[config.mk]
export PLATFORM = sky130hd
export DESIGN_NAME = rti_queue
export DESIGN_NICKNAME = d
export VERILOG_FILES = /design/src/rti_pkg.sv /design/src/rti_queue.sv
export SDC_FILE = /design/constraint.sdc
export NUM_CORES = 1
export LEC_CHECK = 0
export BUFFER_PORTS_ARGS = -buffer_cell sky130_fd_sc_hd__buf_2
export CELL_PAD_IN_SITES_DETAIL_PLACEMENT = 0
export CELL_PAD_IN_SITES_GLOBAL_PLACEMENT = 1
export CORE_UTILIZATION = 36
export CTS_CLUSTER_DIAMETER = 30
export CTS_CLUSTER_SIZE = 40
export DETAILED_ROUTE_END_ITERATION = 6
export PLACE_DENSITY = 0.66
export SYNTH_ARGS = -nofsm -noshare
export SYNTH_HDL_FRONTEND = slang
export SYNTH_SLANG_ARGS = --single-unit
[constraint.sdc]
create_clock -name clk -period 9 [get_ports clk]
set_clock_uncertainty 0.1 [all_clocks]
set_input_delay 1.8 -clock clk [delete_from_list [all_inputs] [get_ports clk]]
set_output_delay 1.8 -clock clk [all_outputs]
set_load 0.005 [all_outputs]
[src/rti_pkg.sv]
// ----------------------------------------------------------------------------
// rti_pkg
// Shared types and constants of the ray / triangle intersection unit.
// ----------------------------------------------------------------------------
package rti_pkg;

  // operand widths
  localparam int CoordW = 24;  // vertex and origin, Q12.12
  localparam int DirW   = 16;  // direction, Q1.14
  localparam int EdgeW  = 25;  // vertex differences
  localparam int PW     = 42;  // dir x e2
  localparam int QW     = 51;  // s x e1
  localparam int DetW   = 69;  // det, u, v
  localparam int NumW   = 78;  // e2 . q
  localparam int MagW   = 96;  // |num| scaled by 2^18
  localparam int QuoW   = 32;  // quotient bits produced by the divider
  localparam int DistW  = 32;  // Q16.16 distance
  localparam int CfgIdxW = 3;

  // opcodes
  localparam logic OP_TRI  = 1'b0;
  localparam logic OP_PARA = 1'b1;

  // register indexes
  localparam logic [CfgIdxW-1:0] REG_ORIGIN_X = 3'd0;
  localparam logic [CfgIdxW-1:0] REG_ORIGIN_Y = 3'd1;
  localparam logic [CfgIdxW-1:0] REG_ORIGIN_Z = 3'd2;
  localparam logic [CfgIdxW-1:0] REG_DIR_X    = 3'd3;
  localparam logic [CfgIdxW-1:0] REG_DIR_Y    = 3'd4;
  localparam logic [CfgIdxW-1:0] REG_DIR_Z    = 3'd5;

  // saturation limits of the distance
  localparam logic [QuoW-1:0] POS_LIMIT = 32'h7FFF_FFFF;
  localparam logic [QuoW-1:0] NEG_LIMIT = 32'h8000_0000;

  typedef struct packed {
    logic signed [EdgeW-1:0] x;
    logic signed [EdgeW-1:0] y;
    logic signed [EdgeW-1:0] z;
  } vec_t;

  typedef struct packed {
    logic signed [DirW-1:0] x;
    logic signed [DirW-1:0] y;
    logic signed [DirW-1:0] z;
  } dir_t;

  // one classified test handed from front to back
  typedef struct packed {
    logic opcode;
    vec_t e1;
    vec_t e2;
    vec_t s;
  } work_t;

endpackage

[src/rti_queue.sv]
// ----------------------------------------------------------------------------
// rti_queue
// Small queue that decouples the front from the arithmetic back end.
// ----------------------------------------------------------------------------
module rti_queue #(
  parameter int Depth = 4
) (
  input  logic           clk,
  input  logic           rst_n,
  input  logic           push_valid,
  output logic           push_ready,
  input  rti_pkg::work_t push_data,
  output logic           pop_valid,
  input  logic           pop_ready,
  output rti_pkg::work_t pop_data
);
  import rti_pkg::*;

  localparam int AW = (Depth > 1) ? $clog2(Depth) : 1;
  localparam int CW = $clog2(Depth + 1);

  work_t         mem_r [Depth];
  logic [AW-1:0] wr_ptr_r;
  logic [AW-1:0] rd_ptr_r;
  logic [CW-1:0] cnt_r;
  logic          do_push;
  logic          do_pop;

  assign push_ready = (cnt_r != CW'(Depth));
  assign pop_valid  = (cnt_r != '0);
  assign do_push    = push_valid && push_ready;
  assign do_pop     = pop_valid && pop_ready;
  assign pop_data   = mem_r[rd_ptr_r];

  // pointers and fill count
  always_ff @(posedge clk) begin
    if (!rst_n) begin
      wr_ptr_r <= '0;
      rd_ptr_r <= '0;
      cnt_r    <= '0;
    end else begin
      if (do_push) begin
        wr_ptr_r <= (wr_ptr_r == AW'(Depth - 1)) ? '0 : wr_ptr_r + 1'b1;
      end
      if (do_pop) begin
        rd_ptr_r <= (rd_ptr_r == AW'(Depth - 1)) ? '0 : rd_ptr_r + 1'b1;
      end
      if (do_push && !do_pop) begin
        cnt_r <= cnt_r + 1'b1;
      end else if (do_pop && !do_push) begin
        cnt_r <= cnt_r - 1'b1;
      end
    end
  end

  // storage
  always_ff @(posedge clk) begin
    if (do_push) begin
      mem_r[wr_ptr_r] <= push_data;
    end
  end

endmodule

# Yosys cells after proc, flatten, opt, wreduce, memory -nomap -nowiden
# Memories as Yosys holds them, arrays and structs flattened. A register that Yosys moved wholly into a read port is not among the register bits.
# Index checks and enable logic that the tools add are counted.
# W data, S select, Z words.
[word_totals]
reg_bits = 7
mem_bits_rw = 904
input_bits = 230
output_inout_bits = 228
wordCells = 27
memories = 1
[memory_table]
columns = ["memory", "depth", "word_bits", "rd", "rd_clocked_by_memory_dff", "write_ports", "line", "source"]
rows = [
  ["mem_r", 4, 226, 1, 1, 1, "rti_queue.sv:22", "work_t mem_r [Depth];"],
]
[op_classes]
addsub = 4
eq_ne = 3
n_mux = 8
n_reduce_logical = 8
[op_table]
columns = ["cell", "count"]
rows = [
  ["$mux W2", 4],
  ["$mux W3", 2],
  ["$add A2 B1 Y2 const B", 2],
  ["$eq A2 B2 Y1 const B", 2],
  ["$logic_and A1 B1 Y1", 4],
  ["$add A3 B1 Y3 const B", 1],
  ["$ne A3 B3 Y1 const B", 1],
  ["$reduce_bool A3 Y1", 1],
  ["$sub A3 B1 Y3 const B", 1],
  ["$logic_not A1 Y1", 2],
  ["$mux W1", 2],
  ["$reduce_bool A2 Y1", 1],
]

# Logic depth before layout (Yosys ltp)
# Gate-level depths: netlist of the first run.
[depth]
depth_word = 6
ltp_mapped = 9
ltp_nobuf = 8

# Worst setup path before layout of the first run
# OpenSTA, ideal clock, no wires.
[synth_timing]
path_kind = "input -> register"
start = "input port push_valid"
end = "memory mem_r[3][0] (netlist bit), enable pin"
setup_ps = 616
arrival_ps = 7005
t_required_ps = 8284
slack_ps = 1279
path_stages = 1
n_path_buf = 0
cell_sequence = "and3_1"
[synth_via]
elab_chain_cells = 3
[synth_rtl]
columns = ["item", "line", "source"]
rows = [
  ["start, declared", "rti_queue.sv:10", "input logic push_valid,"],
  ["$logic_and A1 B1 Y1", "rti_queue.sv:31", "assign do_push = push_valid && push_ready;"],
  ["$mux W1", "rti_queue.sv:58", "if (do_push) begin"],
  ["$mux W1 (not written as such)", "rti_queue.sv:59", "mem_r[wr_ptr_r] <= push_data;"],
  ["end, declared", "rti_queue.sv:22", ""],
]
# No other way between the ends.

==> summary.md, run 1 <==
| Metric | Value |
|---|---|
| Most numerous cell in the Yosys netlist | edfxtp_1 |
| Yosys top cell area share | 0.8211 |
| Detail Route Antenna Nets | 0 |
| Main combinational cell family by area after synthesis | multiplexers |
| Syn Area/Cell | around 27 um^2 |
| Max cap viols | 0 |
| Arrival time at the worst endpoint | ~3500 ps |
| Via/cell ratio | 4.837 |
| Fin area | 43300 um^2 |
| Pin slew with the least headroom to its limit | between 1500 and 2000 ps |
| Status | complete, but fails checks |
| Syn Inst Count | 1231 |
| DP HPWL | slightly below 40000 um |
| Core area | 90420 um^2 |
| NetSw | 3.446 mW |
| Internal | 10.92 mW |
| Crit start category | flip-flop |
| Post CTS Setup Buffer Count | 0 |
| Top_reg_cell synth | edfxtp_1 |
| Sw frac | 0.2399 |
| I/O Buffers | between 400 and 500 |
| Post-synth EDFFs | 904 |
| Die span in x | 305.0 um |
| Vias in the first global route | 16785 |
| Reg-to-reg slack, setup | 5820 ps |
| Reg power frac | 0.368 |
| Fraction of layout cells with a size suffix above 1 | 0.5040 |
| Die Footprint | slightly above 90000 um^2 |
| Largest net degree at the start of global routing | 145 |
| Largest area contributor in the netlist | edfxtp_1 |
| Ports | about 460 |
| End-of-flow core utilization | 0.4789 |
| CTS tree | yes |
| Multiplexer share of the synthesized area | 0.1546 |
| First-pass GRT wire length | 103100 um |
| Pwr/cell area | 331.7 nW/um^2 |
| Adder-cell share of the synthesized area | 0.002876 |
| Fraction of registers with async set/reset | 0 |
| Leakage | around 15 nW |
| CP required | 7100 ps |
| Synth area leaders | edfxtp_1, mux4_2, buf_6, dfxtp_1, buf_2 |
| Fin Setup TNS | 0 ps |
| Gpl congestion | between 0.7 and 0.8 |
| Final setup vio count | 0 |
| Routed WL per cell | around 22 um |
| Register area share after synthesis | 0.8266 |
| Later-pin clock latency in the skew report | 750 ps |
| Combinational power share | 0.144 |
| CP Max Fanout | 78 |
| CTS Buf Count | 185 |
| Via count | 15349 |
| Netlist cell types | 26 |
| Post-synthesis compound-gate area fraction | 0.001060 |
| Clk buf depth | 3 |
| Row count | 110 |
| Worst hold path type | flip-flop to flip-flop |
| Number of hold buffers added after CTS | 0 |
| Die Y | 305.0 um |
| Post-synthesis simple-gate area fraction | 0.003331 |
| Mapped Area | approximately 33000 um^2 |
| H-tree levels | 4 |
| GRT Overall Usage | 0.1489 |
| Total Nets Final | 2077 |
| Root Driver | clkbuf_16 |
| Overflow after GRT | 0 |
| Initial Utilization | 0.3656 |
| Post-Route WL | 68460 um |
| Worst VDD drop | between 200 and 250 uV |
| XOR/XNOR Fraction of Synth Area | 0.0005299 |
| Peak Freq | 185.4 MHz |
| Area after DPL | 36680 um^2 |
| Antenna violations before repair | 21 |
| Layout area overhead | 30.99% |
| Endpoint type of the worst setup path | output pin |
| # DRC | 0 |
| Relative slew slack | -0.03526 |
| Final period util | 0.5993 |
| Final hold violation count | 0 |
| RSZ-0062 raised after global routing | no |
| Commonest cells post-synth | edfxtp_1, mux4_2, buf_2 |
| Violated checks | max-slew violations |
| CP Class | flip-flop to output pin |
| Final min period | 5394 ps |
| Pre-antenna DRT Iters | 4 |
| CTS sink cnt | 913 |
| Fin. max-slew vios | 37 |
| Seq cells post-synth | just over 900 |
| Clock share of power | 0.488 |
| Worst-path clk slew | 40 ps |
| Synthesized Nets | approximately 1500 |
| Yosys warnings | 0 |
| DR iter-0 viols | slightly below 900 |
| Post-CTS sizing | 0 |
| Fillers | 7332 |
==> flip-flops by register name (all words and copies together), names as in the netlist, named ones only <==
signal	count
mem_r	904
cnt_r	3
rd_ptr_r	2
wr_ptr_r	2
==> per-layer routing <==
layer,global-route usage,vias up,part of all wire
met3,0.06794,162,0.090
met2,0.2393,490,0.50
met4,0.05685,38,0.023
met1,0.1741,7982,0.39
li1,-,6677,-
met5,0,-,0.0035
==> power groups by stage <==
stage	Clock [mW]	Combinational, mW	Sequential (mW)
2_1_floorplan	0	1.30	5.41
3_3_place_gp	0	2.12	5.34
3_5_place_dp	0	2.14	5.37
4_1_cts	7.15	2.15	5.30
5_1_grt	7.35	2.25	5.33
6_report	7.01	2.07	5.29
==> path summary, 6_finish.rpt <==
check             cells after the start                       end                startpoint
setup / recovery                      4              pop_data[45]                 flip-flop
hold / removal                        2  wr_ptr_r[1]$_SDFFE_PN0P_  wr_ptr_r[1]$_SDFFE_PN0P_
setup reg to reg                      4   mem_r[0][167]$_DFFE_PP_     cnt_r[0]$_SDFFE_PN0P_
hold reg to reg                       2  wr_ptr_r[1]$_SDFFE_PN0P_  wr_ptr_r[1]$_SDFFE_PN0P_
==> per-stage QoR <==
step	cells	total power, mW	hold WS [ps]	setup slack (ps)
finish	3173	14.36	421.5	3606
global route	3172	14.92	435.5	3231
CTS	3170	14.60	422.2	3371
detailed placement	2829	7.507	409.8	4170
global placement	2829	7.466	379.5	4180
floorplan	1231	6.706	367.7	1279
==> kinds of logic (layout without fill, tap and decap cells) <==
family / Yosys count / count (layout)
muxes: 228 / 228
adders and majority gates: 7 / 7
DFF: 913 / 913
and+or+nand+nor: 20 / 20
buffers and inverters: 55 / 818
AOI/OAI and AO/OA: 6 / 6
other: 0 / 3
xor gates and xnor gates: 2 / 2
==> critical path: stages, from the launching register on <==
cell and delay, ps:
dfxtp_4 660, buf_12 470, buf_4 690, mux4_2 590
buf_2 140
==> layout by cell type (no fill, tap or decap), types with 7 or more instances in the layout <==
cell type,count
clkinvlp_4,20
clkbuf_16,185
clkbuf_1,19
dfxtp_1,7
buf_4,12
clkinv_2,20
clkinv_4,11
edfxtp_1,904
bufinv_16,33
mux4_2,226
buf_2,457
clkinv_16,9
clkinv_1,24
inv_6,15
==> layout make-up <==
type	count	area, um^2	share of cell area
Clock inverter	137	1914	0.04421
Sequential cell	913	27330	0.6312
Tap cell	1176	1471	0.03398
Antenna cell	3	7.507	0.0001734
Clock buffer	204	4701	0.1086
Timing Repair Buffer	474	2477	0.05721
Inverter	3	11.26	0.0002600
Multi-Input combinational cell	263	5388	0.1244
(Power assumes the default switching activity.)
==> run 2: changes to the inputs <==
--- a/config.mk
+++ b/config.mk
@@ -5,6 +5,7 @@
 export SDC_FILE = /design/constraint.sdc
 export NUM_CORES = 1
 export LEC_CHECK = 0
+export ABC_AREA = 1
 export BUFFER_PORTS_ARGS = -buffer_cell sky130_fd_sc_hd__buf_2
 export CELL_PAD_IN_SITES_DETAIL_PLACEMENT = 0
 export CELL_PAD_IN_SITES_GLOBAL_PLACEMENT = 1
@@ -12,7 +13,7 @@
 export CTS_CLUSTER_DIAMETER = 30
 export CTS_CLUSTER_SIZE = 40
 export DETAILED_ROUTE_END_ITERATION = 6
-export PLACE_DENSITY = 0.66
+export PLACE_DENSITY = 0.71
 export SYNTH_ARGS = -nofsm -noshare
 export SYNTH_HDL_FRONTEND = slang
 export SYNTH_SLANG_ARGS = --single-unit
==> constraint.sdc (replaced) <==
create_clock -name clk -period 4.5 [get_ports clk]
set_clock_uncertainty 0.1 [all_clocks]
set_input_delay 0.9 -clock clk [delete_from_list [all_inputs] [get_ports clk]]
set_output_delay 0.9 -clock clk [all_outputs]
set_load 0.005 [all_outputs]
==> run 2 against run 1 <==
The run now ends clean. Synthesized area is 2.1% higher. Critical path depth stayed put. First-iteration DRC count is 66% higher. Synthesized cell count is 83% higher. Sequential power is 100% higher.
==> summary.md, run 2 <==
| Metric | Value |
|---|---|
| Pre-CTS WS | 1173 ps (-2997 ps) |
| I/O Buffers | 457 (unchanged) |
| Final Non-Filler Cells | 4179 (+32%) |
| CTS tree | yes |
| Register area share after synthesis | 0.8099 (-0.01671) |
| Endpoint type of the worst setup path | output pin |
| Largest Register | mem_r |
| # DRC | 0 (unchanged) |
| Internal | 20.71 mW (+90%) |
| Peak Freq | 249.8 MHz |
| Post-synth EDFFs | 904 (unchanged) |
| Fin Setup TNS | 0 ps (unchanged) |
| Fin area | 43440 um^2 (+0.30%) |
| Number of hold buffers added after CTS | 0 (unchanged) |
| Commonest non-fill, non-tap cell in the layout | edfxtp_1 |
| Pwr/cell area | 673.7 nW/um^2 (+100%) |
| Yosys top cell area share | 0.8045 (-0.01660) |
| Commonest non-fill, non-tap cells in the layout | edfxtp_1, nor2_1, buf_2, o21ai_0, o22ai_1 |
| Max cap viols | 0 (unchanged) |
| Syn Inst Count | 2255 (+83%) |
| GRT Overall Usage | 0.1739 (+0.02505) |
| Via/cell ratio | 5.029 (+4.0%) |
| Status | finished, final reports clean |
| Detail Route Antenna Nets | 0 (unchanged) |
| Pin slew with the least headroom to its limit | 1344 ps (-208.6 ps) |
| Fillers | 8006 (+9.2%) |
| Worst-path clk slew | 50 ps (about the same) |
| First-pass GRT wire length | 124900 um (+21%) |
| Vias in the first global route | 21363 (+27%) |
| Arrival time at the worst endpoint | 3000 ps (-490 ps) |
| Die span in x | 308.1 um (+1.0%) |
| NetSw | 8.550 mW (+150%) |
| Die Footprint | 94950 um^2 (+2.0%) |
| Seq cells post-synth | 913 (unchanged) |
| Ports | 458 (unchanged) |
| RSZ-0062 raised after global routing | no |
| Fin. max-slew vios | 0 (-100%) |
| Crit start category | flip-flop |
| Leakage | 15.28 nW (+3.7%) |
| Root Driver | clkbuf_16 |
| Via count | 21017 (+37%) |
| CTS Buf Count | 173 (-6.5%) |
| Antenna violations before repair | 33 (+57%) |
| Total Nets Final | 3013 (+45%) |
| Clock share of power | 0.436 (-0.052) |
| Post-route worst setup slack | 496.5 ps (-3109 ps) |
| CTS sink cnt | 913 (unchanged) |
| Row count | 111 (+0.91%) |
| DP HPWL | 47440 um (+20%) |
| Netlist cell types | 20 (-23%) |
| Sw frac | 0.2922 (+0.05228) |
| Largest area contributor in the netlist | edfxtp_1 |
| DR iter-0 viols | 1483 (+66%) |
| H-tree levels | 4 (unchanged) |
| Core area | 92220 um^2 (+2.0%) |
| Post-Route WL | 83590 um (+22%) |
| CP Max Fanout | 232 (+200%) |
| Pre-antenna DRT Iters | 6 (+2) |
| Later-pin clock latency in the skew report | 750 ps (about the same) |
| Largest net degree at the start of global routing | 233 (+61%) |
| Overflow after GRT | 0 (unchanged) |
| Initial Utilization | 0.3659 (about the same) |
| Reg power frac | 0.364 (-0.004) |
| Yosys warnings | 0 (unchanged) |
| Gpl congestion | 0.7473 (+6.2%) |
| Routed WL per cell | 20.00 um (-7.3%) |
| Top_reg_cell synth | edfxtp_1 |
| Mapped Area | 33740 um^2 (+2.1%) |
| Syn Area/Cell | 14.96 um^2 (-44%) |
| Worst VDD drop | 371.9 uV (+65%) |
| Layout area overhead | 28.73% |
| Final period util | 0.8897 |
| Top flop regs | mem_r (904), cnt_r (3) |
| Clk buf depth | 3 (unchanged) |
| Final min period | 4004 ps |
| Combinational power share | 0.200 (+0.056) |
| Synth area leaders | edfxtp_1, o21ai_0, nor2_1, o22ai_1, o21ai_1 |
| Fraction of layout cells with a size suffix above 1 | 0.2687 (-0.2353) |
| CP required | 3500 ps (-3600 ps) |
| Most numerous cell in the Yosys netlist | edfxtp_1 |
| Reg-to-reg slack, setup | 2000 ps (-3820 ps) |
| Synthesized Nets | 2492 (+70%) |
| Post CTS Setup Buffer Count | 0 (unchanged) |
| CP Class | flip-flop to output pin |
| Area after DPL | 37460 um^2 (+2.1%) |
| Die Y | 308.1 um (+1.0%) |
| Relative slew slack | 0.1038 (+0.1390) |
| Largest register FFs | 904 (unchanged) |
| Final setup vio count | 0 (unchanged) |
| Worst hold path type | input port to flip-flop |
| Commonest cells post-synth | edfxtp_1, nor2_1, o21ai_0 |
| Final hold violation count | 0 (unchanged) |
| Fraction of registers with async set/reset | 0 (unchanged) |
| Post-CTS sizing | 0 (unchanged) |
| End-of-flow core utilization | 0.4710 (-0.007893) |
| Inst Count DP | 3844 (+36%) |
run 2: final timing paths:
path	from	endpoint	depth (start not counted)
setup reg to reg	cnt_r[1]$_SDFFE_PN0P_	mem_r[0][98]$_DFFE_PP_	5
setup / recovery	flip-flop	pop_data[149]	4
hold reg to reg	cnt_r[0]$_SDFFE_PN0P_	cnt_r[0]$_SDFFE_PN0P_	2
hold / removal	push_data[62]	mem_r[2][62]$_DFFE_PP_	1
run 2: logic make-up after synthesis:
kind of cell	count (synthesis)	share of synthesized area
AND/OR/NAND/NOR	486	0.05433
adder cells (fa/ha/maj)	7	0.002818
flip-flops	913	0.8099
buffers and inverters	166	0.02329
AO/OA/AOI/OAI	683	0.1097
run 2: per-stage QoR:
| stage | power [mW] | hold slack [ps] |
|---|---|---|
| detailed placement | 16.75 | 435.8 |
| floorplan | 13.97 | 380.1 |
| global placement | 16.58 | 391.3 |
| global route | 30.58 | 191.6 |
| finish | 29.26 | 245.2 |
| CTS | 29.64 | 179.8 |
run 2: final cells by class:
class / instances / area (um^2) / area share
clock inverter: 128 / 1534 / 0.03532
multi-input combinational: 1176 / 5675 / 0.1307
sequential: 913 / 27330 / 0.6293
inverter: 17 / 76.32 / 0.001757
timing repair buffer: 495 / 2823 / 0.06499
antenna: 15 / 37.54 / 0.0008642
tap: 1243 / 1555 / 0.03581
clock buffer: 192 / 4400 / 0.1013
run 2: power groups by stage:
| stage | logic [mW] | registers (mW) | clock network, mW |
|---|---|---|---|
| 6_report | 5.84 | 10.6 | 12.8 |
| 5_1_grt | 6.45 | 10.7 | 13.4 |
| 4_1_cts | 5.97 | 10.7 | 13.0 |
| 3_5_place_dp | 5.95 | 10.8 | 0 |
| 2_1_floorplan | 3.22 | 10.8 | 0 |
| 3_3_place_gp | 5.82 | 10.8 | 0 |
run 2: critical path: stages, from the launching register on:
cell	delay, ps
dfxtp_4	570
buf_12	520
o21ai_0	250
o22ai_1	290
buf_2	180
run 2: routing by layer:
metal,track usage,vias to the layer above,share of wire
met5,0,-,0.0032
met4,0.07602,40,0.027
met3,0.06177,186,0.080
met2,0.2864,622,0.50
met1,0.2046,10467,0.39
li1,-,9702,-
