==> config.mk <==
export PLATFORM = sky130hd
export DESIGN_NAME = rti_front
export DESIGN_NICKNAME = d
export VERILOG_FILES = /design/src/rti_pkg.sv /design/src/rti_front.sv
export SDC_FILE = /design/constraint.sdc
export NUM_CORES = 1
export LEC_CHECK = 0
export ABC_AREA = 1
export BUFFER_PORTS_ARGS = -buffer_cell sky130_fd_sc_hd__buf_2
export CAP_MARGIN = 15
export CELL_PAD_IN_SITES_DETAIL_PLACEMENT = 1
export CELL_PAD_IN_SITES_GLOBAL_PLACEMENT = 2
export CORE_MARGIN = 2
export CORE_UTILIZATION = 29
export DETAILED_ROUTE_END_ITERATION = 10
export HOLD_SLACK_MARGIN = 0.12
export PLACE_DENSITY_LB_ADDON = 0.15
export SYNTH_ARGS = -nofsm -noshare
export SYNTH_HDL_FRONTEND = slang
export SYNTH_SLANG_ARGS = --single-unit
==> constraint.sdc <==
create_clock -name clk -period 18.29 [get_ports clk]
set_clock_uncertainty 0.1 [all_clocks]
set_input_delay 1.829 -clock clk [delete_from_list [all_inputs] [get_ports clk]]
set_output_delay 1.829 -clock clk [all_outputs]
set_load 0.005 [all_outputs]
==> src/rti_pkg.sv <==
// ----------------------------------------------------------------------------
// rti_pkg
// Shared types and constants of the ray / triangle intersection unit.
// ----------------------------------------------------------------------------
package rti_pkg;

  // operand widths
  localparam int CoordW = 24;  // vertex and origin, Q12.12
  localparam int DirW   = 16;  // direction, Q1.14
  localparam int EdgeW  = 25;  // vertex differences
  localparam int PW     = 42;  // dir x e2
  localparam int QW     = 51;  // s x e1
  localparam int DetW   = 69;  // det, u, v
  localparam int NumW   = 78;  // e2 . q
  localparam int MagW   = 96;  // |num| scaled by 2^18
  localparam int QuoW   = 32;  // quotient bits produced by the divider
  localparam int DistW  = 32;  // Q16.16 distance
  localparam int CfgIdxW = 3;

  // opcodes
  localparam logic OP_TRI  = 1'b0;
  localparam logic OP_PARA = 1'b1;

  // register indexes
  localparam logic [CfgIdxW-1:0] REG_ORIGIN_X = 3'd0;
  localparam logic [CfgIdxW-1:0] REG_ORIGIN_Y = 3'd1;
  localparam logic [CfgIdxW-1:0] REG_ORIGIN_Z = 3'd2;
  localparam logic [CfgIdxW-1:0] REG_DIR_X    = 3'd3;
  localparam logic [CfgIdxW-1:0] REG_DIR_Y    = 3'd4;
  localparam logic [CfgIdxW-1:0] REG_DIR_Z    = 3'd5;

  // saturation limits of the distance
  localparam logic [QuoW-1:0] POS_LIMIT = 32'h7FFF_FFFF;
  localparam logic [QuoW-1:0] NEG_LIMIT = 32'h8000_0000;

  typedef struct packed {
    logic signed [EdgeW-1:0] x;
    logic signed [EdgeW-1:0] y;
    logic signed [EdgeW-1:0] z;
  } vec_t;

  typedef struct packed {
    logic signed [DirW-1:0] x;
    logic signed [DirW-1:0] y;
    logic signed [DirW-1:0] z;
  } dir_t;

  // one classified test handed from front to back
  typedef struct packed {
    logic opcode;
    vec_t e1;
    vec_t e2;
    vec_t s;
  } work_t;

endpackage

==> src/rti_front.sv <==
// ----------------------------------------------------------------------------
// rti_front
// Accepts a patch transaction and forms the edge and origin offset vectors.
// ----------------------------------------------------------------------------
module rti_front (
  input  logic                                clk,
  input  logic                                rst_n,
  input  logic                                in_valid,
  output logic                                in_ready,
  input  logic                                opcode,
  input  logic signed [rti_pkg::CoordW-1:0]   a_x,
  input  logic signed [rti_pkg::CoordW-1:0]   a_y,
  input  logic signed [rti_pkg::CoordW-1:0]   a_z,
  input  logic signed [rti_pkg::CoordW-1:0]   b_x,
  input  logic signed [rti_pkg::CoordW-1:0]   b_y,
  input  logic signed [rti_pkg::CoordW-1:0]   b_z,
  input  logic signed [rti_pkg::CoordW-1:0]   c_x,
  input  logic signed [rti_pkg::CoordW-1:0]   c_y,
  input  logic signed [rti_pkg::CoordW-1:0]   c_z,
  input  logic signed [rti_pkg::CoordW-1:0]   origin_x,
  input  logic signed [rti_pkg::CoordW-1:0]   origin_y,
  input  logic signed [rti_pkg::CoordW-1:0]   origin_z,
  output logic                                work_valid,
  input  logic                                work_ready,
  output rti_pkg::work_t                      work
);
  import rti_pkg::*;

  logic  f_valid_r;
  work_t f_work_r;
  logic  adv;

  // stage moves when empty or when the queue takes its content
  assign adv      = !f_valid_r || work_ready;
  assign in_ready = adv;

  always_ff @(posedge clk) begin
    if (!rst_n) begin
      f_valid_r <= 1'b0;
    end else if (adv) begin
      f_valid_r <= in_valid;
    end
  end

  // edge vectors and origin offset
  always_ff @(posedge clk) begin
    if (adv && in_valid) begin
      f_work_r.opcode <= opcode;
      f_work_r.e1.x   <= EdgeW'(b_x) - EdgeW'(a_x);
      f_work_r.e1.y   <= EdgeW'(b_y) - EdgeW'(a_y);
      f_work_r.e1.z   <= EdgeW'(b_z) - EdgeW'(a_z);
      f_work_r.e2.x   <= EdgeW'(c_x) - EdgeW'(a_x);
      f_work_r.e2.y   <= EdgeW'(c_y) - EdgeW'(a_y);
      f_work_r.e2.z   <= EdgeW'(c_z) - EdgeW'(a_z);
      f_work_r.s.x    <= EdgeW'(origin_x) - EdgeW'(a_x);
      f_work_r.s.y    <= EdgeW'(origin_y) - EdgeW'(a_y);
      f_work_r.s.z    <= EdgeW'(origin_z) - EdgeW'(a_z);
    end
  end

  assign work_valid = f_valid_r;
  assign work       = f_work_r;

endmodule

==> Yosys cells after proc, flatten, opt, wreduce, memory -nomap -nowiden <==
Cells that the tools add are included.
{ "totals": {"regBits": 227, "in_bits": 293, "out_inout_bits": 228, "elab_cells": 23} }
{ "classes": {"addsub": 9, "reduce_logical": 3} }
{ "op_table": {"columns": ["cell", "n"], "rows": [
  ["$sub 24x24->25", 9],
  ["$logic_and 1x1->1", 1],
  ["$logic_not 1->1", 1],
  ["$logic_or 1x1->1", 1]
]} }

==> Longest topological paths before layout <==
Gate-level depths: netlist (run 1).
{ "depth": {"depth_word": 3, "depth_mapped": 12} }

==> Worst setup path before layout (run 1) <==
OpenSTA, ideal clock, no wires.
{ "synth_timing": {"path_type": "input-to-reg", "startpoint": "in in_valid", "endpoint": "reg f_work_r, in the netlist work[0] (enable)", "arrival_time_ns": 12.709, "required_ns": 17.303, "slack_ns": 4.594, "path_stages": 2, "n_path_buf": 0, "path_cell_list": "inv_1 a21oi_1"} }
{ "synth_via": {"elab_chain_len": 1} }
{ "synth_rtl": {"columns": ["element", "line_no", "source"], "rows": [
  ["from (decl)", "rti_front.sv:8", "input logic in_valid,"],
  ["$logic_and 1x1->1", "rti_front.sv:47", "if (adv && in_valid) begin"],
  ["to (decl)", "rti_front.sv:30", "work_t f_work_r;"]
]} }
Every way passes these cells.
A chain may end at the register's enable or synchronous reset.

==> Final worst setup path (run 1) <==
{ "layout_timing": {"startpoint": "in work_ready", "endpoint": "reg f_work_r, in the netlist work[145] (enable)"} }
{ "layout_via": {"elab_chain_len": 2} }
{ "layout_rtl": {"columns": ["element", "line_no", "source"], "rows": [
  ["from (decl)", "rti_front.sv:24", "input logic work_ready,"],
  ["$logic_or 1x1->1", "rti_front.sv:34", "assign adv = !f_valid_r || work_ready;"],
  ["$logic_and 1x1->1", "rti_front.sv:47", null]
]} }
Every way passes these cells.

==> results of run 1 <==
==> flip-flops by register name, summed over array words and instances (netlist names) <==
register and count:
work 226, work_valid 1
==> worst max-delay path: stages <==
cell                      delay (ns)
sky130_fd_sc_hd__buf_2          0.08
sky130_fd_sc_hd__inv_1          0.06
sky130_fd_sc_hd__a21oi_4        0.11
sky130_fd_sc_hd__buf_4          0.56
sky130_fd_sc_hd__buf_4          0.77
sky130_fd_sc_hd__buf_4          0.77
==> per-stage QoR <==
step / util, % / hold WS (ns) / setup WS, ns / cells / area (sq um)
after floorplan: - / 0.423 / 4.59 / 3734 / 23400
after global placement: 34.1 / 0.451 / 13.40 / 5318 / 27300
after detailed placement: 34.1 / 0.453 / 13.34 / 5318 / 27300
after CTS: 35.5 / 0.459 / 13.93 / 5380 / 28400
after global routing: 35.5 / 0.498 / 13.74 / 5381 / 28500
final: 35.5 / 0.448 / 13.94 / 5384 / 28500
==> path summary, 6_finish.rpt <==
check	cells past startpoint	to	slack [ns]
worst max-delay path	6	work[145]	13.94
worst min-delay path	2	work_valid	0.45
worst max register to register	4	work[145]	15.00
worst min register to register	2	work_valid	0.45
==> area by class of cell <==
class	instances	area (sq um)	area share [%]
diodes	4	10.0	0.0352
clock buffers	40	937	3.29
clock inverters	22	183	0.642
multi-input cells	2616	13200	46.5
repair buffers	524	2630	9.25
well taps	1060	1330	4.66
inverters	891	3340	11.8
flip-flops and latches	227	6810	23.9
==> per-layer routing <==
layer / up-vias / part of all wire [%] / GRT usage (%)
met4: 18 / 1.8 / 4.65
li1: 12447 / - / -
met5: - / 0.10 / 0
met3: 94 / 5.3 / 3.64
met2: 507 / 46 / 40.0
met1: 10972 / 47 / 32.3
==> cells in the final DEF (no fill, tap or decap), drive strengths merged, types with 4 or more instances in the layout <==
| cell type | netlist | routed |
|---|---|---|
| clkbuf | 0 | 40 |
| clkinv | 0 | 14 |
| nand4 | 55 | 55 |
| a21oi | 116 | 116 |
| xor2 | 107 | 107 |
| nor3 | 18 | 18 |
| diode | 0 | 4 |
| edfxtp | 226 | 226 |
| nor2 | 280 | 280 |
| nand3 | 181 | 181 |
| xnor2 | 9 | 9 |
| nand3b | 18 | 18 |
| nand2 | 1586 | 1586 |
| fa | 9 | 9 |
| clkinvlp | 0 | 5 |
| buf | 0 | 524 |
| and2 | 10 | 10 |
| ha | 216 | 216 |
| inv | 891 | 892 |
| or2 | 10 | 10 |
==> cells by family after synthesis <==
family | synth area share, %
adders and majority gates | 12.3
AOI/OAI and AO/OA | 2.52
xor gates and xnor gates | 4.35
and+or+nand+nor | 37.3
DFF | 29.1
buffers and inverters | 14.3
==> power breakdown <==
part           switching (mW)  leakage (nW)  total [mW]  internal (mW)
registers              0.0245          2.20       0.692          0.667
clock network           0.286         0.532       0.684          0.397
logic                   0.472          13.9       0.715          0.243
==> impl_metrics.prom, run 1 <==
# TYPE chip_impl_metric gauge
chip_impl_metric{name="die_x_extent",unit="um"} 288
chip_impl_metric{name="core_region_area",unit="sq um"} 80200
chip_impl_info{name="outcome",value="finished, final reports clean"} 1
chip_impl_metric{name="cts-root-to-sink-buffers",unit=""} 3
chip_impl_metric{name="n_fill_cell",unit=""} 10707
chip_impl_metric{name="totalNegativeSetupSlack",unit="ns"} 0
chip_impl_metric{name="power.density",unit="nW/um^2"} 73.4
chip_impl_metric{name="antenna_found_initial",unit=""} 13
chip_impl_metric{name="total_nets_final",unit=""} 4813
chip_impl_metric{name="slew_violations",unit=""} 0
chip_impl_metric{name="io_pins",unit=""} 521
chip_impl_metric{name="max-vdd-ir-drop",unit="uV"} 52.7
chip_impl_metric{name="drt-vias-per-instance",unit=""} 4.46
chip_impl_metric{name="ant_nets",unit=""} 0
chip_impl_metric{name="synth_async_sr_flop_share",unit="%"} 0
chip_impl_info{name="rsz_0062_raised_after_global_routing",value="no"} 1
chip_impl_metric{name="placement.io_buffers",unit=""} 520
chip_impl_metric{name="place.detailed.hpwl",unit="mm"} 86.7
chip_impl_metric{name="synth_sequential_area_ratio",unit="%"} 29.1
chip_impl_metric{name="number_of_enable_flip_flop_cells_after_synthesis",unit=""} 226
chip_impl_metric{name="postSynthCellCount",unit=""} 3734
chip_impl_metric{name="die_y",unit="um"} 288
chip_impl_info{name="reg2reg_from",value="work_valid"} 1
chip_impl_metric{name="place.gp.congestion",unit=""} 0.889
chip_impl_metric{name="yosys.area.top_type_share",unit="%"} 29.1
chip_impl_metric{name="vias_in_the_first_global_route",unit=""} 24275
chip_impl_metric{name="detail_route.iter0.violations",unit=""} 1177
chip_impl_metric{name="synth_area_per_cell",unit="sq um"} 6.26
chip_impl_info{name="ys.flop_type",value="sky130_fd_sc_hd__edfxtp_1"} 1
chip_impl_metric{name="grt_usage",unit="%"} 23.8
chip_impl_info{name="cts.root.buffer_cell",value="sky130_fd_sc_hd__clkbuf_16"} 1
chip_impl_metric{name="finalSetupViolCount",unit=""} 0
chip_impl_metric{name="tritoncts.num_buffers",unit=""} 35
chip_impl_metric{name="maxCapViolCount",unit=""} 0
chip_impl_metric{name="mappedNetlistArea",unit="sq um"} 23400
chip_impl_metric{name="maxSlewHeadroom",unit="%"} 35.7
chip_impl_metric{name="vias",unit=""} 24038
chip_impl_metric{name="maxClockFrequency",unit="MHz"} 230
chip_impl_metric{name="synth_cell_type_count",unit=""} 20
chip_impl_metric{name="areaGrowthSynthToFinish",unit="%"} 21.8
chip_impl_metric{name="worst_pin_slew",unit="ns"} 0.965
chip_impl_metric{name="h_tree_lvl_count",unit=""} 2
chip_impl_info{name="worst_hold_startpoint",value="work_valid"} 1
chip_impl_metric{name="post_synth_net_total",unit=""} 4252
chip_impl_info{name="hp-class",value="reg2reg"} 1
chip_impl_metric{name="synth_warnings",unit=""} 0
chip_impl_metric{name="postCtsSetupRepairBufs",unit=""} 0
chip_impl_info{name="ys_top_cells_by_count",value="sky130_fd_sc_hd__nand2_1, sky130_fd_sc_hd__inv_1, sky130_fd_sc_hd__nor2_1"} 1
chip_impl_metric{name="synth.ff_latch_count",unit=""} 227
chip_impl_metric{name="cp_data_required_time",unit="ns"} 18.35
chip_impl_metric{name="drc_errors",unit=""} 0
chip_impl_info{name="endpoint_kind",value="flip-flop"} 1
chip_impl_info{name="post-synth-top-count-cell",value="sky130_fd_sc_hd__nand2_1"} 1
chip_impl_metric{name="grt_start_max_net_pins",unit=""} 63
chip_impl_info{name="cp-startpoint",value="work_ready"} 1
chip_impl_metric{name="p_leak",unit="nW"} 16.7
chip_impl_metric{name="routed_wirelength",unit="mm"} 100
chip_impl_metric{name="first_pass_grt_wire_length",unit="mm"} 147
chip_impl_metric{name="initial_utilization",unit="%"} 29.1
chip_impl_info{name="synth.area.top_cells",value="sky130_fd_sc_hd__edfxtp_1, sky130_fd_sc_hd__nand2_1, sky130_fd_sc_hd__inv_1"} 1
chip_impl_metric{name="worstPathArrival",unit="ns"} 4.41
chip_impl_metric{name="timing.critical_path.fanout_max",unit=""} 62
chip_impl_metric{name="die_area",unit="sq um"} 82800
chip_impl_metric{name="gr-total-overflow",unit=""} 0
chip_impl_metric{name="core.rowCount",unit=""} 104
chip_impl_metric{name="drt_first_pass_iters",unit=""} 5
chip_impl_metric{name="clkTransAtPathRegs",unit="ns"} 0.05
chip_impl_info{name="cp-start-kind",value="input pin"} 1
chip_impl_info{name="yosys.area.top_type",value="sky130_fd_sc_hd__edfxtp_1"} 1
chip_impl_metric{name="holdBufCountCts",unit=""} 0
chip_impl_metric{name="average_wire_per_standard_cell",unit="um"} 18.6
chip_impl_metric{name="report.final.hold_viol_count",unit=""} 0
chip_impl_metric{name="insertion_delay",unit="ns"} 0.54
chip_impl_metric{name="totalPowerFinal",unit="mW"} 2.09
chip_impl_info{name="kind_of_critical_path",value="in2reg"} 1
chip_impl_metric{name="post-route-period-util",unit="%"} 23.8
chip_impl_info{name="cts_tree",value="done"} 1
chip_impl_metric{name="cts.sinks",unit=""} 227
chip_impl_metric{name="timing.final.crit_period",unit="ns"} 4.35
chip_impl_metric{name="final_layout_size_suffix_gt1_share",unit="%"} 14.6
chip_impl_metric{name="number_of_gates_resized_after_cts",unit=""} 0
Note: power is estimated with default switching activity, not from simulation.
==> run 2, diff against run 1 <==
--- a/config.mk
+++ b/config.mk
@@ -11,7 +11,7 @@
 export CELL_PAD_IN_SITES_DETAIL_PLACEMENT = 1
 export CELL_PAD_IN_SITES_GLOBAL_PLACEMENT = 2
 export CORE_MARGIN = 2
-export CORE_UTILIZATION = 29
+export CORE_UTILIZATION = 27
 export DETAILED_ROUTE_END_ITERATION = 10
 export HOLD_SLACK_MARGIN = 0.12
 export PLACE_DENSITY_LB_ADDON = 0.15
==> constraint.sdc (replaced) <==
create_clock -name clk -period 3.6 [get_ports clk]
set_clock_uncertainty 0.1 [all_clocks]
set_input_delay 0.36 -clock clk [delete_from_list [all_inputs] [get_ports clk]]
set_output_delay 0.36 -clock clk [all_outputs]
set_load 0.005 [all_outputs]
==> impl_metrics.prom, run 2 (synthesis gave the netlist of run 1 again) <==
# TYPE chip_impl_metric gauge
chip_impl_metric{name="worst_pin_slew",unit="ns"} 0.652
chip_impl_metric{name="hold_slack",unit="ns"} 0.157
chip_impl_info{name="critical-path-top-cell-by-count",value="sky130_fd_sc_hd__nand2_1"} 1
chip_impl_metric{name="total_nets_final",unit=""} 4821
chip_impl_metric{name="critical_path_max_stage_delay",unit="ns"} 0.53
chip_impl_metric{name="maxCapViolCount",unit=""} 0
chip_impl_metric{name="power.density",unit="nW/um^2"} 372
chip_impl_metric{name="timing.critical_path.fanout_max",unit=""} 4
chip_impl_metric{name="die_y",unit="um"} 298
chip_impl_metric{name="postCtsSetupRepairBufs",unit=""} 0
chip_impl_metric{name="first_pass_grt_wire_length",unit="mm"} 154
chip_impl_metric{name="max-vdd-ir-drop",unit="uV"} 266
chip_impl_info{name="hp-class",value="in2reg"} 1
chip_impl_metric{name="design_area",unit="sq um"} 28600
chip_impl_metric{name="average_wire_per_standard_cell",unit="um"} 19.0
chip_impl_info{name="endpoint_kind",value="flip-flop"} 1
chip_impl_metric{name="cp_data_required_time",unit="ns"} 3.80
chip_impl_metric{name="cts-root-to-sink-buffers",unit=""} 3
chip_impl_info{name="cts.root.buffer_cell",value="sky130_fd_sc_hd__clkbuf_16"} 1
chip_impl_metric{name="maxSlewHeadroom",unit="%"} 56.4
chip_impl_info{name="cp-start-kind",value="input pin"} 1
chip_impl_info{name="cts_tree",value="done"} 1
chip_impl_metric{name="finalSetupViolCount",unit=""} 0
chip_impl_metric{name="areaGrowthSynthToFinish",unit="%"} 22.6
chip_impl_info{name="mostFrequentLayoutCells",value="sky130_fd_sc_hd__nand2_1, sky130_fd_sc_hd__inv_1, sky130_fd_sc_hd__buf_2, sky130_fd_sc_hd__nor2_1, sky130_fd_sc_hd__edfxtp_1"} 1
chip_impl_metric{name="critical_path_buf_inv_count",unit=""} 4
chip_impl_metric{name="tritoncts.num_buffers",unit=""} 36
chip_impl_metric{name="antenna_found_initial",unit=""} 9
chip_impl_metric{name="grt_start_max_net_pins",unit=""} 88
chip_impl_metric{name="timing.final.crit_period",unit="ns"} 2.35
chip_impl_metric{name="initial_utilization",unit="%"} 27.3
chip_impl_metric{name="core.rowCount",unit=""} 107
chip_impl_metric{name="place.gp.congestion",unit=""} 0.882
chip_impl_metric{name="drc_errors",unit=""} 0
chip_impl_metric{name="worstPathArrival",unit="ns"} 2.55
chip_impl_metric{name="post-route-period-util",unit="%"} 65.3
chip_impl_metric{name="dpl_cell_area",unit="sq um"} 27500
chip_impl_metric{name="cts.sinks",unit=""} 227
chip_impl_metric{name="number_of_flip_flops_in_the_largest_register",unit=""} 226
chip_impl_metric{name="drt-vias-per-instance",unit=""} 4.43
chip_impl_metric{name="core_region_area",unit="sq um"} 85400
chip_impl_info{name="cp_top_family",value="buffers and inverters"} 1
chip_impl_info{name="final_common_cell",value="sky130_fd_sc_hd__nand2_1"} 1
chip_impl_metric{name="gr-total-overflow",unit=""} 0
chip_impl_metric{name="vias",unit=""} 24247
chip_impl_metric{name="h_tree_lvl_count",unit=""} 2
chip_impl_metric{name="grt_usage",unit="%"} 23.0
chip_impl_metric{name="io_pins",unit=""} 521
chip_impl_metric{name="post_layout_nonfiller_instances",unit=""} 5473
chip_impl_metric{name="post-route-worst-setup-slack",unit="ns"} 1.25
chip_impl_info{name="cpMaxStageDelayCell",value="sky130_fd_sc_hd__dlygate4sd3_1"} 1
chip_impl_metric{name="holdBufCountCts",unit=""} 4
chip_impl_metric{name="detail_route.iter0.violations",unit=""} 1231
chip_impl_metric{name="report.final.hold_viol_count",unit=""} 0
chip_impl_metric{name="setup_slack_placement",unit="ns"} 1.09
chip_impl_info{name="crit_path_cell_trace",value="dlygate4sd3_1 -> buf_2 -> inv_1 -> ha_1 -> fa_1 -> inv_1 -> nand2_1 -> nand2_1 -> nand3_1 -> nand2_1 -> nand2_1 -> nand4_1 -> nand2_1"} 1
chip_impl_metric{name="clkTransAtPathRegs",unit="ns"} 0.05
chip_impl_metric{name="routed_wirelength",unit="mm"} 104
chip_impl_metric{name="post_placement_cell_count",unit=""} 5405
chip_impl_metric{name="maxClockFrequency",unit="MHz"} 426
chip_impl_metric{name="final_layout_size_suffix_gt1_share",unit="%"} 14.5
chip_impl_info{name="kind_of_critical_path",value="in2reg"} 1
chip_impl_metric{name="die_area",unit="sq um"} 88900
chip_impl_metric{name="die_x_extent",unit="um"} 298
chip_impl_metric{name="place.detailed.hpwl",unit="mm"} 90.7
chip_impl_metric{name="placement.io_buffers",unit=""} 520
chip_impl_metric{name="number_of_gates_resized_after_cts",unit=""} 0
chip_impl_info{name="outcome",value="finished, final reports clean"} 1
chip_impl_metric{name="fin_util",unit="%"} 33.5
chip_impl_metric{name="insertion_delay",unit="ns"} 0.54
chip_impl_metric{name="slew_violations",unit=""} 0
chip_impl_metric{name="p_leak",unit="nW"} 16.7
chip_impl_metric{name="vias_in_the_first_global_route",unit=""} 24689
chip_impl_metric{name="drt_first_pass_iters",unit=""} 5
chip_impl_metric{name="ant_nets",unit=""} 0
chip_impl_info{name="rsz_0062_raised_after_global_routing",value="no"} 1
[run 2: cell types whose count changed in the layout (fill, tap and decap cells not counted), moves of 2 or more]
cell,before,now
sky130_fd_sc_hd__buf_12,0,3
sky130_fd_sc_hd__clkbuf_1,3,7
sky130_fd_sc_hd__clkinv_4,4,2
sky130_fd_sc_hd__dlygate4sd3_1,0,4
sky130_fd_sc_hd__clkinvlp_4,5,1
[run 2: power breakdown]
| part | internal, mW | switching (mW) |
|---|---|---|
| sequential | 3.39 | 0.132 |
| clock | 2.01 | 1.44 |
| combinational | 1.25 | 2.43 |
[run 2: metrics by stage]
step | setup TNS (ns) | power, mW
2_1_floorplan | -242.27 | 5.69
3_3_place_gp | 0 | 7.27
3_5_place_dp | 0 | 7.28
4_1_cts | 0 | 10.8
5_1_grt | 0 | 11.4
6_report | 0 | 10.7
[run 2: final timing paths]
path | to | start | slack (ns) | depth (start not counted)
hold / removal | work[50] | origin_x[0] | 0.16 | 4
hold reg to reg | work[105] | work_valid | 0.62 | 1
setup / recovery | work[49] | origin_y[0] | 1.25 | 13
setup reg to reg | work[147] | work_valid | 1.65 | 2
[run 2: worst register-to-register path, cell delays in order (launching register included)]
cell                      delay, ns
sky130_fd_sc_hd__dfxtp_2       0.33
sky130_fd_sc_hd__a21oi_4       0.53
sky130_fd_sc_hd__buf_12        0.45
[run 2: area by class of cell]
cell class              instances  area, sq um
diodes                          3         7.51
clock buffers                  44          952
clock inverters                17          135
fillers                     11347        56800
inverters                     891         3340
multi-input cells            2616        13200
flip-flops and latches        227         6810
well taps                    1144         1430
repair buffers                531         2730
[run 2: metal layers]
| layer | share of wire, % | up-vias | wire (um) | GRT usage (%) |
|---|---|---|---|---|
| met5 | 0.054 | - | 56 | 0 |
| met4 | 1.8 | 8 | 1920 | 4.65 |
| met3 | 5.7 | 98 | 5970 | 4.61 |
| met2 | 45 | 542 | 47300 | 37.8 |
| met1 | 47 | 11162 | 49000 | 31.2 |
| li1 | - | 12437 | - | - |
==> run 3, diff against run 2 <==
--- a/config.mk
+++ b/config.mk
@@ -11,7 +11,7 @@
 export CELL_PAD_IN_SITES_DETAIL_PLACEMENT = 1
 export CELL_PAD_IN_SITES_GLOBAL_PLACEMENT = 2
 export CORE_MARGIN = 2
-export CORE_UTILIZATION = 27
+export CORE_UTILIZATION = 29
 export DETAILED_ROUTE_END_ITERATION = 10
 export HOLD_SLACK_MARGIN = 0.12
 export PLACE_DENSITY_LB_ADDON = 0.15
==> constraint.sdc (replaced) <==
create_clock -name clk -period 2.3 [get_ports clk]
set_clock_uncertainty 0.1 [all_clocks]
set_input_delay 0.23 -clock clk [delete_from_list [all_inputs] [get_ports clk]]
set_output_delay 0.23 -clock clk [all_outputs]
set_load 0.005 [all_outputs]
==> impl_metrics.prom, run 3 (synthesis gave the netlist of run 1 again) <==
# TYPE chip_impl_metric gauge
chip_impl_info{name="outcome",value="finished, final reports clean"} 1
chip_impl_metric{name="average_wire_per_standard_cell",unit="um"} 18.6
chip_impl_metric{name="vias_in_the_first_global_route",unit=""} 24580
chip_impl_metric{name="max-vdd-ir-drop",unit="uV"} 439
chip_impl_metric{name="finalSetupViolCount",unit=""} 0
chip_impl_metric{name="clkTransAtPathRegs",unit="ns"} 0.06
chip_impl_metric{name="post-route-worst-setup-slack",unit="ns"} 0.0694
chip_impl_info{name="endpoint_kind",value="flip-flop"} 1
chip_impl_metric{name="die_x_extent",unit="um"} 288
chip_impl_metric{name="worst_pin_slew",unit="ns"} 0.569
chip_impl_metric{name="die_y",unit="um"} 288
chip_impl_metric{name="totalNegativeSetupSlack",unit="ns"} 0
chip_impl_info{name="kind_of_critical_path",value="in2reg"} 1
chip_impl_metric{name="post_placement_cell_count",unit=""} 5374
chip_impl_metric{name="core.rowCount",unit=""} 104
chip_impl_metric{name="timing.critical_path.fanout_max",unit=""} 3
chip_impl_metric{name="grt_usage",unit="%"} 24.1
chip_impl_metric{name="tritoncts.num_buffers",unit=""} 35
chip_impl_metric{name="dpl_cell_area",unit="sq um"} 27800
chip_impl_metric{name="maxSlewHeadroom",unit="%"} 62.1
chip_impl_metric{name="report.final.hold_viol_count",unit=""} 0
chip_impl_metric{name="place.detailed.hpwl",unit="mm"} 88.8
chip_impl_info{name="r2r_end",value="work[220]"} 1
chip_impl_metric{name="insertion_delay",unit="ns"} 0.55
chip_impl_metric{name="post-route-period-util",unit="%"} 97.0
chip_impl_metric{name="place.gp.congestion",unit=""} 0.892
chip_impl_metric{name="vias",unit=""} 24528
chip_impl_info{name="mostFrequentLayoutCells",value="sky130_fd_sc_hd__nand2_1, sky130_fd_sc_hd__inv_1, sky130_fd_sc_hd__buf_2, sky130_fd_sc_hd__nor2_1, sky130_fd_sc_hd__edfxtp_1"} 1
chip_impl_metric{name="ant_nets",unit=""} 0
chip_impl_metric{name="setup_slack_placement",unit="ns"} -0.0194
chip_impl_metric{name="cts-root-to-sink-buffers",unit=""} 3
chip_impl_metric{name="design_area",unit="sq um"} 29600
chip_impl_metric{name="number_of_flip_flops_in_the_largest_register",unit=""} 226
chip_impl_metric{name="core_region_area",unit="sq um"} 80200
chip_impl_metric{name="hold_depth",unit=""} 3
chip_impl_metric{name="post_layout_nonfiller_instances",unit=""} 5500
chip_impl_metric{name="initial_utilization",unit="%"} 29.1
chip_impl_info{name="cts_tree",value="done"} 1
chip_impl_metric{name="p_leak",unit="nW"} 17.2
chip_impl_info{name="final_common_cell",value="sky130_fd_sc_hd__nand2_1"} 1
chip_impl_info{name="cp-start-kind",value="input pin"} 1
chip_impl_metric{name="final_layout_size_suffix_gt1_share",unit="%"} 15.7
chip_impl_metric{name="placement.io_buffers",unit=""} 520
chip_impl_metric{name="timing.final.crit_period",unit="ns"} 2.23
chip_impl_metric{name="first_pass_grt_wire_length",unit="mm"} 150
chip_impl_metric{name="slew_violations",unit=""} 0
chip_impl_info{name="hp-class",value="in2reg"} 1
chip_impl_metric{name="io_pins",unit=""} 521
chip_impl_info{name="reg2reg_from",value="work_valid"} 1
chip_impl_metric{name="power.density",unit="nW/um^2"} 568
chip_impl_info{name="cts.root.buffer_cell",value="sky130_fd_sc_hd__clkbuf_16"} 1
chip_impl_metric{name="h_tree_lvl_count",unit=""} 2
chip_impl_metric{name="drc_errors",unit=""} 0
chip_impl_metric{name="reg2reg_slack",unit="ns"} 0.69
chip_impl_metric{name="total_nets_final",unit=""} 4933
chip_impl_metric{name="grt_start_max_net_pins",unit=""} 82
chip_impl_metric{name="worstPathArrival",unit="ns"} 2.44
chip_impl_metric{name="gr-total-overflow",unit=""} 0
chip_impl_metric{name="drt_first_pass_iters",unit=""} 5
chip_impl_metric{name="areaGrowthSynthToFinish",unit="%"} 26.7
chip_impl_info{name="worst_hold_startpoint",value="b_z[7]"} 1
chip_impl_metric{name="cp_data_required_time",unit="ns"} 2.51
chip_impl_metric{name="postCtsSetupRepairBufs",unit=""} 0
chip_impl_metric{name="antenna_found_initial",unit=""} 13
chip_impl_info{name="timing.hold.worst_endpoint",value="work[157]"} 1
chip_impl_metric{name="detail_route.iter0.violations",unit=""} 1127
chip_impl_metric{name="drt-vias-per-instance",unit=""} 4.46
chip_impl_metric{name="maxClockFrequency",unit="MHz"} 448
chip_impl_metric{name="worst_r2r_path_depth",unit=""} 3
chip_impl_metric{name="die_area",unit="sq um"} 82800
chip_impl_metric{name="cts.sinks",unit=""} 227
chip_impl_metric{name="maxCapViolCount",unit=""} 0
chip_impl_metric{name="routed_wirelength",unit="mm"} 102
run 3: cell count changes in the layout (fill, tap and decap cells not counted), moves of 6 or more:
cell	delta
sky130_fd_sc_hd__buf_4	+51
sky130_fd_sc_hd__dlygate4sd3_1	+60
sky130_fd_sc_hd__nand2_1	-8
sky130_fd_sc_hd__nand2_2	+6
run 3: through the flow:
stage | utilization [%] | power, mW | hold WS [ns]
after floorplan | - | 8.91 | 0.229
after global placement | 34.7 | 11.4 | 0.309
after detailed placement | 34.7 | 11.5 | 0.310
after CTS | 36.8 | 17.1 | 0.122
after global routing | 36.9 | 17.9 | 0.129
final | 36.9 | 16.8 | 0.143
run 3: worst max-delay path: stages:
cell and delay [ns]:
sky130_fd_sc_hd__dlygate4sd3_1 0.54, sky130_fd_sc_hd__buf_2 0.15, sky130_fd_sc_hd__ha_1 0.25, sky130_fd_sc_hd__fa_1 0.43
sky130_fd_sc_hd__inv_1 0.14, sky130_fd_sc_hd__nand2_1 0.06, sky130_fd_sc_hd__nand2_1 0.08, sky130_fd_sc_hd__and2_2 0.20
sky130_fd_sc_hd__nand3b_1 0.15, sky130_fd_sc_hd__nand4_1 0.14, sky130_fd_sc_hd__nand2_1 0.06
run 3: worst max path at each step:
stage	from	endpoint
6_report	a_y[0]	work[45]
5_1_grt	a_y[0]	work[45]
4_1_cts	a_x[0]	work[74]
3_5_place_dp	a_x[0]	work[74]
3_3_place_gp	a_x[7]	work[59]
2_1_floorplan	work_ready	work[0]
run 3: where the power goes:
| part | internal [mW] | switching [mW] |
|---|---|---|
| Combinational | 2.14 | 3.79 |
| Sequential | 5.31 | 0.227 |
| Clock | 3.14 | 2.21 |
run 3: cell type report:
cell class                      instances  area (sq um)
Antenna cell                            2          5.00
Clock buffer                           45           956
Clock inverter                         15           120
Fill cell                           10672         50600
Inverter                              891          3350
Multi-Input combinational cell       2616         13300
Sequential cell                       227          6810
Tap cell                             1060          1330
Timing Repair Buffer                  644          3760
run 3: repair_timing:
action,CTS,global route
hold buffers,64,0
setup endpoints to repair,0,28
resized for setup,0,17
hold endpoints to repair,56,0
run 3: metal layers:
metal,GRT usage [%],part of all wire [%]
met2,40.3,46
met4,5.09,2.1
met5,0,0.085
met1,32.7,47
met3,3.63,4.9
